**config.mk**
```make
export PLATFORM = sky130hd
export DESIGN_NAME = infix_expression_evaluator_top
export DESIGN_NICKNAME = d
export VERILOG_FILES = /design/src/rtl/iee_pkg.sv /design/src/rtl/infix_expression_evaluator_top.sv /design/src/rtl/iee_alu.sv
export VERILOG_INCLUDE_DIRS = /design/src /design/src/rtl
export SDC_FILE = /design/constraint.sdc
export NUM_CORES = 2
export LEC_CHECK = 0
export ABC_AREA = 0
export BUFFER_PORTS_ARGS = -buffer_cell sky130_fd_sc_hd__buf_2
export CORE_MARGIN = 2
export CORE_UTILIZATION = 29
export DETAILED_ROUTE_END_ITERATION = 16
export GPL_TIMING_DRIVEN = 0
export PLACE_DENSITY = 0.41
export SLEW_MARGIN = 0
export SYNTH_ARGS = -nofsm -noshare
export SYNTH_HDL_FRONTEND = slang
export SYNTH_SLANG_ARGS = --single-unit
```
**constraint.sdc**
```tcl
create_clock -name clk -period 19.59 [get_ports clk]
set_clock_uncertainty 0.1 [all_clocks]
set_input_delay 3.918 -clock clk [delete_from_list [all_inputs] [get_ports clk]]
set_output_delay 3.918 -clock clk [all_outputs]
set_load 0.03 [all_outputs]
```
**src/rtl/infix_expression_evaluator_top_defines.svh**
```systemverilog
// assertion macros for the expression evaluator
`ifndef INFIX_EXPRESSION_EVALUATOR_TOP_DEFINES_SVH
`define INFIX_EXPRESSION_EVALUATOR_TOP_DEFINES_SVH

// assert that a condition holds at every clock edge outside reset
`define IEE_ASSERT_ALWAYS(label, cond, msg) \
  label: assert property (@(posedge clk) disable iff (!rst_n) (cond)) else $error(msg);

// assert that an antecedent implies a consequent in the next cycle
`define IEE_ASSERT_NEXT(label, ante, cons, msg) \
  label: assert property (@(posedge clk) disable iff (!rst_n) (ante) |=> (cons)) \
    else $error(msg);

`endif

```
**src/rtl/iee_pkg.sv**
```systemverilog
`default_nettype none
package iee_pkg;

  // character classes
  localparam logic [2:0] CLS_NONE  = 3'd0;
  localparam logic [2:0] CLS_DIGIT = 3'd1;
  localparam logic [2:0] CLS_OP    = 3'd2;
  localparam logic [2:0] CLS_OPEN  = 3'd3;
  localparam logic [2:0] CLS_CLOSE = 3'd4;
  localparam logic [2:0] CLS_BAD   = 3'd5;

  // operator codes
  localparam logic [2:0] OP_ADD  = 3'd1;
  localparam logic [2:0] OP_SUB  = 3'd2;
  localparam logic [2:0] OP_MUL  = 3'd3;
  localparam logic [2:0] OP_DIV  = 3'd4;
  localparam logic [2:0] OP_OPEN = 3'd5;

  // status codes
  localparam logic [2:0] ST_OK      = 3'd0;
  localparam logic [2:0] ST_BADCHAR = 3'd1;
  localparam logic [2:0] ST_BRACKET = 3'd2;
  localparam logic [2:0] ST_OPERR   = 3'd3;
  localparam logic [2:0] ST_ADJ     = 3'd4;
  localparam logic [2:0] ST_DIVZERO = 3'd5;
  localparam logic [2:0] ST_OVF     = 3'd6;

  // ascii codes
  localparam logic [7:0] CH_ADD   = 8'h2B;
  localparam logic [7:0] CH_SUB   = 8'h2D;
  localparam logic [7:0] CH_MUL   = 8'h2A;
  localparam logic [7:0] CH_DIV   = 8'h2F;
  localparam logic [7:0] CH_OPEN  = 8'h28;
  localparam logic [7:0] CH_CLOSE = 8'h29;
  localparam logic [7:0] CH_ZERO  = 8'h30;
  localparam logic [7:0] CH_NINE  = 8'h39;

  // operation request to the arithmetic unit
  typedef struct packed {
    logic       start;
    logic [2:0] op;
  } alu_req_t;

  // arithmetic unit response
  typedef struct packed {
    logic done;
    logic div_zero;
  } alu_rsp_t;

  // error rank, lower is stronger
  function automatic logic [2:0] rank_of(input logic [2:0] code);
    logic [2:0] r;
    if (code <= 3'd2) r = code;
    else if (code <= 3'd4) r = 3'd3;
    else r = 3'd4;
    return r;
  endfunction

  // merged error code after flagging a new one
  function automatic logic [2:0] flag_err(input logic [2:0] cur, input logic [2:0] code);
    logic [2:0] r;
    r = cur;
    if (cur == ST_OK || rank_of(code) < rank_of(cur)) r = code;
    return r;
  endfunction

  // operator priority
  function automatic logic [1:0] prio(input logic [2:0] op);
    logic [1:0] p;
    if (op == OP_ADD || op == OP_SUB) p = 2'd1;
    else if (op == OP_MUL || op == OP_DIV) p = 2'd2;
    else p = 2'd0;
    return p;
  endfunction

endpackage
`default_nettype wire

```
**src/rtl/infix_expression_evaluator_top.sv**
```systemverilog
// a digit or '(' holds in_stall after its transfer through S_DISP and S_FINAL
// an operator or ')' holds it through S_PEEK and S_DECIDE, plus a pass per stacked operator reduced
// a division reduction also waits in S_WAIT for the bit-serial divider
// the last character also drains each leftover '(' and pending reduction before S_RD0 and S_OUT
// throughput: one character at a time; in_stall is high until the character is done
// reset: rst_n synchronous active low clears control state; stacks are not cleared
`default_nettype none
`include "infix_expression_evaluator_top_defines.svh"
module infix_expression_evaluator_top #(
  parameter int STACK_DEPTH = 32,
  parameter int VALUE_WIDTH = 32
) (
  input  wire logic        clk,
  input  wire logic        rst_n,
  input  wire logic        in_valid,
  output logic             in_stall,
  input  wire logic [7:0]  in_char_in,
  input  wire logic        in_last,
  output logic             out_valid,
  input  wire logic        out_stall,
  output logic signed [31:0] out_value,
  output logic [2:0]       out_status
);
  import iee_pkg::*;

  localparam int AW = (STACK_DEPTH > 1) ? $clog2(STACK_DEPTH) : 1;
  localparam int TW = $clog2(STACK_DEPTH + 1);
  localparam int VW = VALUE_WIDTH;

  // sequencer states
  localparam logic [3:0] S_IDLE   = 4'd0;
  localparam logic [3:0] S_DISP   = 4'd1;
  localparam logic [3:0] S_PEEK   = 4'd2;
  localparam logic [3:0] S_DECIDE = 4'd3;
  localparam logic [3:0] S_RDB    = 4'd4;
  localparam logic [3:0] S_RDA    = 4'd5;
  localparam logic [3:0] S_GO     = 4'd6;
  localparam logic [3:0] S_WAIT   = 4'd7;
  localparam logic [3:0] S_FINAL  = 4'd8;
  localparam logic [3:0] S_RD0    = 4'd9;
  localparam logic [3:0] S_OUT    = 4'd10;

  // loop modes
  localparam logic [1:0] M_OP    = 2'd0;
  localparam logic [1:0] M_CLOSE = 2'd1;
  localparam logic [1:0] M_END   = 2'd2;

  logic [3:0]    state_r, state_nxt;
  logic [1:0]    mode_r, mode_nxt;
  logic [TW-1:0] otop_r, otop_nxt;
  logic [TW-1:0] vtop_r, vtop_nxt;
  logic [2:0]    prev_r, prev_nxt;
  logic [31:0]   depth_r, depth_nxt;
  logic [2:0]    err_r, err_nxt;
  logic [2:0]    cls_r, cls_nxt;
  logic [2:0]    op_r, op_nxt;
  logic [VW-1:0] digit_r, digit_nxt;
  logic          last_r, last_nxt;
  logic [2:0]    aop_r, aop_nxt;
  logic [VW-1:0] opa_r, opa_nxt;
  logic [VW-1:0] opb_r, opb_nxt;
  logic          ovalid_r, ovalid_nxt;
  logic [31:0]   oval_r, oval_nxt;
  logic [2:0]    ostat_r, ostat_nxt;
  logic          go_r;

  // stacks
  logic [2:0]    ostk [STACK_DEPTH];
  logic [VW-1:0] vstk [STACK_DEPTH];
  logic [2:0]    ord_r;
  logic [VW-1:0] vrd_r;
  logic          owe, vwe;
  logic [AW-1:0] owa, vwa, ora, vra;
  logic [2:0]    owd;
  logic [VW-1:0] vwd;

  alu_req_t      areq;
  alu_rsp_t      arsp;
  logic [VW-1:0] ares;

  logic [2:0]    ccls;
  logic [2:0]    cop;
  logic [2:0]    cerr;
  logic [31:0]   cdepth;

  iee_alu #(.VW(VW)) u_alu (
    .clk(clk), .rst_n(rst_n), .req(areq), .a(opa_r), .b(opb_r),
    .rsp(arsp), .result(ares)
  );

  // character classification
  always_comb begin
    cop = 3'd0;
    if (in_char_in >= CH_ZERO && in_char_in <= CH_NINE) ccls = CLS_DIGIT;
    else if (in_char_in == CH_ADD) begin ccls = CLS_OP; cop = OP_ADD; end
    else if (in_char_in == CH_SUB) begin ccls = CLS_OP; cop = OP_SUB; end
    else if (in_char_in == CH_MUL) begin ccls = CLS_OP; cop = OP_MUL; end
    else if (in_char_in == CH_DIV) begin ccls = CLS_OP; cop = OP_DIV; end
    else if (in_char_in == CH_OPEN) ccls = CLS_OPEN;
    else if (in_char_in == CH_CLOSE) ccls = CLS_CLOSE;
    else ccls = CLS_BAD;
  end

  // syntax checks on the incoming character
  always_comb begin
    cerr   = err_r;
    cdepth = depth_r;
    unique case (ccls)
      CLS_BAD: cerr = flag_err(err_r, ST_BADCHAR);
      CLS_DIGIT: if (prev_r == CLS_DIGIT) cerr = flag_err(err_r, ST_ADJ);
      CLS_OP:
        if (prev_r == CLS_NONE || prev_r == CLS_OP || prev_r == CLS_OPEN)
          cerr = flag_err(err_r, ST_OPERR);
      CLS_OPEN: if (depth_r != 32'hFFFF_FFFF) cdepth = depth_r + 32'd1;
      default:
        if (depth_r == 32'd0) cerr = flag_err(err_r, ST_BRACKET);
        else cdepth = depth_r - 32'd1;
    endcase
  end

  // sequencer
  always_comb begin
    state_nxt  = state_r;
    mode_nxt   = mode_r;
    otop_nxt   = otop_r;
    vtop_nxt   = vtop_r;
    prev_nxt   = prev_r;
    depth_nxt  = depth_r;
    err_nxt    = err_r;
    cls_nxt    = cls_r;
    op_nxt     = op_r;
    digit_nxt  = digit_r;
    last_nxt   = last_r;
    aop_nxt    = aop_r;
    opa_nxt    = opa_r;
    opb_nxt    = opb_r;
    ovalid_nxt = ovalid_r;
    oval_nxt   = oval_r;
    ostat_nxt  = ostat_r;
    owe = 1'b0; owa = '0; owd = '0;
    vwe = 1'b0; vwa = '0; vwd = '0;
    ora = '0; vra = '0;
    areq.start = go_r;
    areq.op    = aop_r;
    if (ovalid_r && !out_stall) ovalid_nxt = 1'b0;
    unique case (state_r)
      S_IDLE: begin
        if (in_valid) begin
          cls_nxt   = ccls;
          op_nxt    = cop;
          digit_nxt = VW'(in_char_in - CH_ZERO);
          last_nxt  = in_last;
          err_nxt   = cerr;
          depth_nxt = cdepth;
          prev_nxt  = ccls;
          state_nxt = S_DISP;
        end
      end
      S_DISP: begin
        if (err_r != ST_OK) state_nxt = S_FINAL;
        else begin
          unique case (cls_r)
            CLS_DIGIT: begin
              if (vtop_r >= TW'(STACK_DEPTH))
                err_nxt = flag_err(err_r, ST_OVF);
              else begin
                vwe = 1'b1; vwa = AW'(vtop_r); vwd = digit_r;
                vtop_nxt = vtop_r + 1'b1;
              end
              state_nxt = S_FINAL;
            end
            CLS_OPEN: begin
              if (otop_r >= TW'(STACK_DEPTH)) err_nxt = flag_err(err_r, ST_OVF);
              else begin
                owe = 1'b1; owa = AW'(otop_r); owd = OP_OPEN;
                otop_nxt = otop_r + 1'b1;
              end
              state_nxt = S_FINAL;
            end
            CLS_CLOSE: begin mode_nxt = M_CLOSE; state_nxt = S_PEEK; end
            CLS_OP:    begin mode_nxt = M_OP;    state_nxt = S_PEEK; end
            default: state_nxt = S_FINAL;
          endcase
        end
      end
      S_PEEK: begin
        // read top operator
        if (err_r != ST_OK || otop_r == '0) state_nxt = S_DECIDE;
        else begin
          ora = AW'(otop_r - 1'b1);
          state_nxt = S_DECIDE;
        end
      end
      S_DECIDE: begin
        // keep the top operator on the read port for the pop
        ora = AW'(otop_r - 1'b1);
        if (err_r != ST_OK) state_nxt = S_FINAL;
        else if (otop_r == '0) begin
          if (mode_r == M_OP) begin
            owe = 1'b1; owa = AW'(otop_r); owd = op_r;
            otop_nxt = otop_r + 1'b1;
          end
          state_nxt = S_FINAL;
        end else begin
          unique case (mode_r)
            M_OP: begin
              if (prio(ord_r) >= prio(op_r)) state_nxt = S_RDB;
              else if (otop_r >= TW'(STACK_DEPTH)) begin
                err_nxt = flag_err(err_r, ST_OVF);
                state_nxt = S_FINAL;
              end else begin
                owe = 1'b1; owa = AW'(otop_r); owd = op_r;
                otop_nxt = otop_r + 1'b1;
                state_nxt = S_FINAL;
              end
            end
            M_CLOSE: begin
              if (ord_r == OP_OPEN) begin
                otop_nxt = otop_r - 1'b1;
                state_nxt = S_FINAL;
              end else state_nxt = S_RDB;
            end
            default: begin
              if (ord_r == OP_OPEN) begin
                otop_nxt = otop_r - 1'b1;
                state_nxt = S_PEEK;
              end else state_nxt = S_RDB;
            end
          endcase
        end
      end
      S_RDB: begin
        // pop operator and fetch right operand
        aop_nxt  = ord_r;
        otop_nxt = otop_r - 1'b1;
        if (vtop_r < TW'(2)) begin
          err_nxt = flag_err(err_r, ST_OPERR);
          state_nxt = (mode_r == M_END) ? S_FINAL : S_PEEK;
        end else begin
          vra = AW'(vtop_r - 1'b1);
          state_nxt = S_RDA;
        end
      end
      S_RDA: begin
        opb_nxt = vrd_r;
        vra = AW'(vtop_r - TW'(2));
        state_nxt = S_GO;
      end
      S_GO: begin
        opa_nxt = vrd_r;
        state_nxt = S_WAIT;
      end
      S_WAIT: begin
        if (arsp.done) begin
          if (arsp.div_zero) begin
            err_nxt = flag_err(err_r, ST_DIVZERO);
            vtop_nxt = vtop_r - TW'(2);
          end else begin
            vwe = 1'b1; vwa = AW'(vtop_r - TW'(2)); vwd = ares;
            vtop_nxt = vtop_r - 1'b1;
          end
          aop_nxt = 3'd0;
          state_nxt = (mode_r == M_END) ? S_PEEK : S_PEEK;
        end
      end
      S_FINAL: begin
        if (!last_r) state_nxt = S_IDLE;
        else if (mode_r != M_END) begin
          if (prev_r == CLS_OP || prev_r == CLS_NONE) err_nxt = flag_err(err_r, ST_OPERR);
          if (depth_r != 32'd0) err_nxt = flag_err(err_nxt, ST_BRACKET);
          mode_nxt = M_END;
          state_nxt = S_PEEK;
        end else begin
          if (err_r == ST_OK && vtop_r != TW'(1)) err_nxt = flag_err(err_r, ST_OPERR);
          vra = '0;
          state_nxt = S_RD0;
        end
      end
      S_RD0: state_nxt = S_OUT;
      S_OUT: begin
        if (!ovalid_r) begin
          ovalid_nxt = 1'b1;
          ostat_nxt  = err_r;
          oval_nxt   = (err_r == ST_OK) ? 32'(signed'(vrd_r)) : 32'd0;
          otop_nxt = '0; vtop_nxt = '0; prev_nxt = CLS_NONE;
          depth_nxt = '0; err_nxt = ST_OK; mode_nxt = M_OP; last_nxt = 1'b0;
          state_nxt = S_IDLE;
        end
      end
      default: state_nxt = S_IDLE;
    endcase
  end

  // launch the shared unit as the operands are latched, in the cycle after S_GO
  always_ff @(posedge clk) begin
    if (!rst_n) go_r <= 1'b0;
    else go_r <= (state_r == S_GO);
  end

  // stack memories
  always_ff @(posedge clk) begin
    if (owe) ostk[owa] <= owd;
    if (vwe) vstk[vwa] <= vwd;
    ord_r <= ostk[ora];
    vrd_r <= vstk[vra];
  end

  always_ff @(posedge clk) begin
    if (!rst_n) begin
      state_r  <= S_IDLE;
      mode_r   <= M_OP;
      otop_r   <= '0;
      vtop_r   <= '0;
      prev_r   <= CLS_NONE;
      depth_r  <= '0;
      err_r    <= ST_OK;
      last_r   <= 1'b0;
      ovalid_r <= 1'b0;
      aop_r    <= 3'd0;
    end else begin
      state_r  <= state_nxt;
      mode_r   <= mode_nxt;
      otop_r   <= otop_nxt;
      vtop_r   <= vtop_nxt;
      prev_r   <= prev_nxt;
      depth_r  <= depth_nxt;
      err_r    <= err_nxt;
      last_r   <= last_nxt;
      ovalid_r <= ovalid_nxt;
      aop_r    <= go_r ? aop_r : aop_nxt;
    end
    cls_r   <= cls_nxt;
    op_r    <= op_nxt;
    digit_r <= digit_nxt;
    opa_r   <= opa_nxt;
    opb_r   <= opb_nxt;
    oval_r  <= oval_nxt;
    ostat_r <= ostat_nxt;
  end

  assign in_stall   = (state_r != S_IDLE);
  assign out_valid  = ovalid_r;
  assign out_value  = oval_r;
  assign out_status = ostat_r;

  // checks
  `IEE_ASSERT_ALWAYS(a_otop_bound, otop_r <= TW'(STACK_DEPTH), "operator stack past depth")
  `IEE_ASSERT_ALWAYS(a_vtop_bound, vtop_r <= TW'(STACK_DEPTH), "value stack past depth")
  `IEE_ASSERT_NEXT(a_out_idle, out_valid && !out_stall, !out_valid || state_r == S_IDLE,
    "result repeated")
  `IEE_ASSERT_ALWAYS(a_status_ok, !out_valid || out_status == ST_OK || out_value == '0,
    "value not zero on error status")
endmodule
`default_nettype wire

```
**src/rtl/iee_alu.sv**
```systemverilog
`default_nettype none
// shared arithmetic unit: add, subtract, multiply with a registered result, divide bit-serially
module iee_alu #(
  parameter int VW = 32
) (
  input  wire logic              clk,
  input  wire logic              rst_n,
  input  wire iee_pkg::alu_req_t req,
  input  wire logic [VW-1:0]     a,
  input  wire logic [VW-1:0]     b,
  output iee_pkg::alu_rsp_t      rsp,
  output logic [VW-1:0]          result
);
  import iee_pkg::*;

  localparam int CW = $clog2(VW + 1);

  logic          busy_r, busy_nxt;
  logic [CW-1:0] cnt_r, cnt_nxt;
  logic [VW-1:0] rem_r, rem_nxt;
  logic [VW-1:0] quo_r, quo_nxt;
  logic [VW-1:0] div_r, div_nxt;
  logic          neg_r, neg_nxt;
  logic [VW-1:0] res_r, res_nxt;
  logic          done_r, done_nxt;
  logic          dz_r, dz_nxt;
  logic [VW-1:0] mag_a, mag_b;
  logic [VW:0]   trial;
  logic [VW-1:0] shifted;

  assign mag_a = a[VW-1] ? (~a + 1'b1) : a;
  assign mag_b = b[VW-1] ? (~b + 1'b1) : b;
  assign shifted = {rem_r[VW-2:0], quo_r[VW-1]};
  assign trial = {1'b0, shifted} - {1'b0, div_r};

  // sequencing of operations
  always_comb begin
    busy_nxt = busy_r;
    cnt_nxt  = cnt_r;
    rem_nxt  = rem_r;
    quo_nxt  = quo_r;
    div_nxt  = div_r;
    neg_nxt  = neg_r;
    res_nxt  = res_r;
    done_nxt = 1'b0;
    dz_nxt   = 1'b0;
    if (busy_r) begin
      // one restoring step per cycle
      if (trial[VW]) begin
        rem_nxt = shifted;
        quo_nxt = {quo_r[VW-2:0], 1'b0};
      end else begin
        rem_nxt = trial[VW-1:0];
        quo_nxt = {quo_r[VW-2:0], 1'b1};
      end
      cnt_nxt = cnt_r - 1'b1;
      if (cnt_r == CW'(1)) begin
        busy_nxt = 1'b0;
        done_nxt = 1'b1;
        res_nxt  = neg_r ? (~quo_nxt + 1'b1) : quo_nxt;
      end
    end else if (req.start) begin
      unique case (req.op)
        OP_ADD: begin
          res_nxt = a + b;
          done_nxt = 1'b1;
        end
        OP_SUB: begin
          res_nxt = a - b;
          done_nxt = 1'b1;
        end
        OP_MUL: begin
          res_nxt = VW'(a * b);
          done_nxt = 1'b1;
        end
        default: begin
          if (b == '0) begin
            dz_nxt   = 1'b1;
            done_nxt = 1'b1;
          end else begin
            busy_nxt = 1'b1;
            cnt_nxt  = CW'(VW);
            rem_nxt  = '0;
            quo_nxt  = mag_a;
            div_nxt  = mag_b;
            neg_nxt  = a[VW-1] ^ b[VW-1];
          end
        end
      endcase
    end
  end

  always_ff @(posedge clk) begin
    if (!rst_n) begin
      busy_r <= 1'b0;
      done_r <= 1'b0;
      dz_r   <= 1'b0;
      cnt_r  <= '0;
    end else begin
      busy_r <= busy_nxt;
      done_r <= done_nxt;
      dz_r   <= dz_nxt;
      cnt_r  <= cnt_nxt;
    end
    rem_r <= rem_nxt;
    quo_r <= quo_nxt;
    div_r <= div_nxt;
    neg_r <= neg_nxt;
    res_r <= res_nxt;
  end

  assign rsp.done     = done_r;
  assign rsp.div_zero = dz_r;
  assign result       = res_r;
endmodule
`default_nettype wire
```
==> metrics.cfg <==
[sta]
fin_crit_sh_pct=55.9
grt_setup_unrepaired=no
slew_of_the_pin_with_the_lowest_slew_margin_ns=1.52
hold_viol_final=0
report.final.setup_viol=0
setup_total_negative_slack_ns=0
timing.fmax_ghz=0.0913
hold-worst-slack_ns=0.360
period_minus_slack_ns=10.96
timing.final.max_slew_violations=6
max_slew_margin_pct=-1.96

[routing]
detailed_route_wire_length_per_cell_um=27.1
route.final.wire_length_mm=306
vias=57000
first_pass_iters=7
count_of_unresolved_drc_violations_after_routing=0
drt_first_iter_violations=4270
antenna_left=0
drt-vias-per-instance=5.05

[yosys]
ys_warn_count=0
post_synth_main_area_contributors=sky130_fd_sc_hd__edfxtp_1 (50%), sky130_fd_sc_hd__fa_1 (10%), sky130_fd_sc_hd__nand2_1 (4.7%)
synthDistinctLibCells=87
synthesis.area_um2=81700
postSynthCellCount=7124
yosysTopAreaCellShare_pct=50.0
synthArstFlopShare_pct=0
synth.most_common_cell=sky130_fd_sc_hd__edfxtp_1
synth_common_cells=sky130_fd_sc_hd__edfxtp_1 (1362), sky130_fd_sc_hd__nand2_1 (1033), sky130_fd_sc_hd__and2_1 (595)
synth.avg_cell_area_um2=11.5
synth.ff_latch_count=1468
ys.flop_type=sky130_fd_sc_hd__edfxtp_1
synth_fp_nets=7784
synth_seq_area_share_pct=52.6
synth_largest_area_cell=sky130_fd_sc_hd__edfxtp_1
synth_enable_flop_cells=1362

[floorplanning]
die-width_um=535
design.core.area_um2=280000
start_util_pct=29.2
die_h_um=535
ioPinCount=50
die_area_um2=286000
std_cell_rows=194

[global_routing]
antenna_found_initial=14
grt_first_pass_wirelength_mm=435
grt_max_degree=48
grt_remaining_overflow=0
first_global_vias=58400
gr-usage-all-layers_pct=21.1

[pwr]
p_switching_mw=1.96
pwr-share-seq_pct=45.6
swShare_pct=25.5
power.density_cell_area_nw_per_um2=81.7
power_report.internal_total_mw=5.71
pwr-share-clk_pct=41.8
ir_drop_mv=0.0666
cellLeakagePower_nw=33.1
combinationalPowerShare_pct=12.7

[worst_setup_path]
worst_ep_arrival_time_ns=11.45
timing.critical_path.from_type=flop
critPathCaptureType=flop
cpLargestDelayFamily=adder cells
critPathMostFrequentCell=sky130_fd_sc_hd__fa_1
worst-path-max-fanout=10
path_buf_inv=6
timing.critical_path.required_ns=20.08
cp_slowest_stage_delay_ns=0.93
path_class=reg -> reg
crit_slowest_cell=sky130_fd_sc_hd__clkbuf_1

[final_layout]
postLayoutCellArea_um2=93800
finalNetCount=8069
layout-drive-gt1-share_pct=6.71
fin_cells=11300
ff_latch_area_um2=43000
layout.filler_cells=28100
multiInputGateArea_um2=35600
relative_area_change_from_synthesis_to_final_layout_pct=14.8

[placed_design]
numPlacedInstances=11000
dp.final_hpwl_mm=228
port_buffers=49
finalWeightedCongestion=0.922
postPlaceCellArea_um2=88200

[clocking]
clkSinkCount=1468
cts_root_buffer=sky130_fd_sc_hd__clkbuf_16
holdBufCountCts=0
post-cts-setup-buffer-count=0
cts_resized=0
cts-htree-levels=4
cts-buffers-inserted=176
clock_tree.buffer_depth=4
clock_insertion_delay_worst_skew_ns=0.86
cts_tree=built
worst_setup_hold_path_clk_slew_ns=0.06

[status]
outcome=finished with violations
violations_in_the_final_reports=capacitance limit, slew limit

[job]
max_cap_violations=3

[hold_path]
hold_path_class=reg -> reg

==> path summary, 6_finish.rpt <==
kind | startpoint | endpoint | slack, ns | cells after the start
max | opb_r[7]$_DFFE_PP_ | u_alu.result[30]$_DFFE_PP_ | 8.63 | 26
min | vrd_r[1]$_DFF_P_ | opb_r[1]$_DFFE_PP_ | 0.36 | 0
max reg2reg | opb_r[7]$_DFFE_PP_ | u_alu.result[30]$_DFFE_PP_ | 8.63 | 26
min reg2reg | vrd_r[1]$_DFF_P_ | opb_r[1]$_DFFE_PP_ | 0.36 | 0
==> cells by family after synthesis <==
family,synth area share [%]
fa+ha+maj,13.7
compound gates,12.3
flops,52.6
mux,0.550
xor+xnor,3.11
simple gates,13.4
buf+inv,4.27
==> power groups by stage <==
stage	combinational, mW	sequential [mW]	clock [mW]
after global placement	0.960	3.56	0
after global routing	1.07	3.50	3.40
after detailed placement	0.971	3.56	0
after CTS	0.978	3.49	3.28
after floorplan	0.695	3.54	0
final	0.972	3.49	3.20
==> layer usage <==
metal | share of wire (%) | vias to the layer above | GRT usage, %
li1 | - | 26000 | -
met1 | 43 | 29100 | 27.5
met2 | 48 | 1456 | 35.8
met3 | 4.3 | 418 | 2.17
met4 | 4.5 | 2 | 8.79
met5 | 0.0043 | - | 0
==> area by class of cell <==
type                    count  area share [%]
diodes                     10          0.0267
plain buffers             459            1.88
clock buffers             213            4.99
clock inverters           100           0.919
inverters                 462            1.85
multi-input cells        4735            37.9
flip-flops and latches   1468            45.9
well taps                3724            4.97
repair buffers            107            1.61
==> layout by cell type (no fill, tap or decap), types with 18 or more instances in the layout <==
cell,netlist,layout
sky130_fd_sc_hd__buf_12,0,39
sky130_fd_sc_hd__o221ai_1,18,18
sky130_fd_sc_hd__o21ai_0,183,182
sky130_fd_sc_hd__or3_1,46,46
sky130_fd_sc_hd__dfxtp_1,106,106
sky130_fd_sc_hd__o211ai_1,23,23
sky130_fd_sc_hd__buf_2,14,63
sky130_fd_sc_hd__clkbuf_16,0,179
sky130_fd_sc_hd__nand2_2,0,23
sky130_fd_sc_hd__clkinv_2,0,34
sky130_fd_sc_hd__nand4_1,22,22
sky130_fd_sc_hd__ha_1,236,236
sky130_fd_sc_hd__nor2_1,302,268
sky130_fd_sc_hd__fa_1,411,411
sky130_fd_sc_hd__nor2b_1,26,26
sky130_fd_sc_hd__xor2_1,135,135
sky130_fd_sc_hd__clkinv_1,1,38
sky130_fd_sc_hd__a21oi_1,293,293
sky130_fd_sc_hd__o21a_1,31,31
sky130_fd_sc_hd__a22oi_1,30,30
sky130_fd_sc_hd__xnor2_1,155,155
sky130_fd_sc_hd__nand2b_1,43,43
sky130_fd_sc_hd__clkbuf_1,426,448
sky130_fd_sc_hd__nand2_1,1033,1010
sky130_fd_sc_hd__a21o_1,64,64
sky130_fd_sc_hd__inv_1,459,459
sky130_fd_sc_hd__a31oi_1,142,142
sky130_fd_sc_hd__a311oi_1,135,135
sky130_fd_sc_hd__and2_1,595,595
sky130_fd_sc_hd__nor4_1,28,28
sky130_fd_sc_hd__edfxtp_1,1362,1362
sky130_fd_sc_hd__a211oi_1,394,394
sky130_fd_sc_hd__nor2_4,0,34
sky130_fd_sc_hd__nand3_1,45,45
sky130_fd_sc_hd__nor3_1,58,57
sky130_fd_sc_hd__o31ai_1,39,39
==> flip-flops by register name, summed over array words and instances, names as in the netlist, 3 cells and up <==
| signal | count |
|---|---|
| vstk | 1024 |
| ostk | 96 |
| depth_r | 32 |
| opa_r | 32 |
| opb_r | 32 |
| out_value | 32 |
| u_alu.div_r | 32 |
| u_alu.quo_r | 32 |
| u_alu.result | 32 |
| vrd_r | 32 |
| u_alu.rem_r | 31 |
| digit_r | 9 |
| otop_r | 6 |
| u_alu.cnt_r | 6 |
| vtop_r | 6 |
| state_r | 4 |
| aop_r | 3 |
| cls_r | 3 |
| err_r | 3 |
| op_r | 3 |
| ord_r | 3 |
| out_status | 3 |
| prev_r | 3 |
==> through the flow <==
step / setup slack (ns) / total power [mW] / utilization [%]
2_1_floorplan: 11.76 / 4.24 / -
3_3_place_gp: 8.03 / 4.52 / 31.0
3_5_place_dp: 8.72 / 4.53 / 31.5
4_1_cts: 8.66 / 7.75 / 33.5
5_1_grt: 8.34 / 7.96 / 33.5
6_report: 8.63 / 7.66 / 33.5
Power figures use the tool's default switching activity.
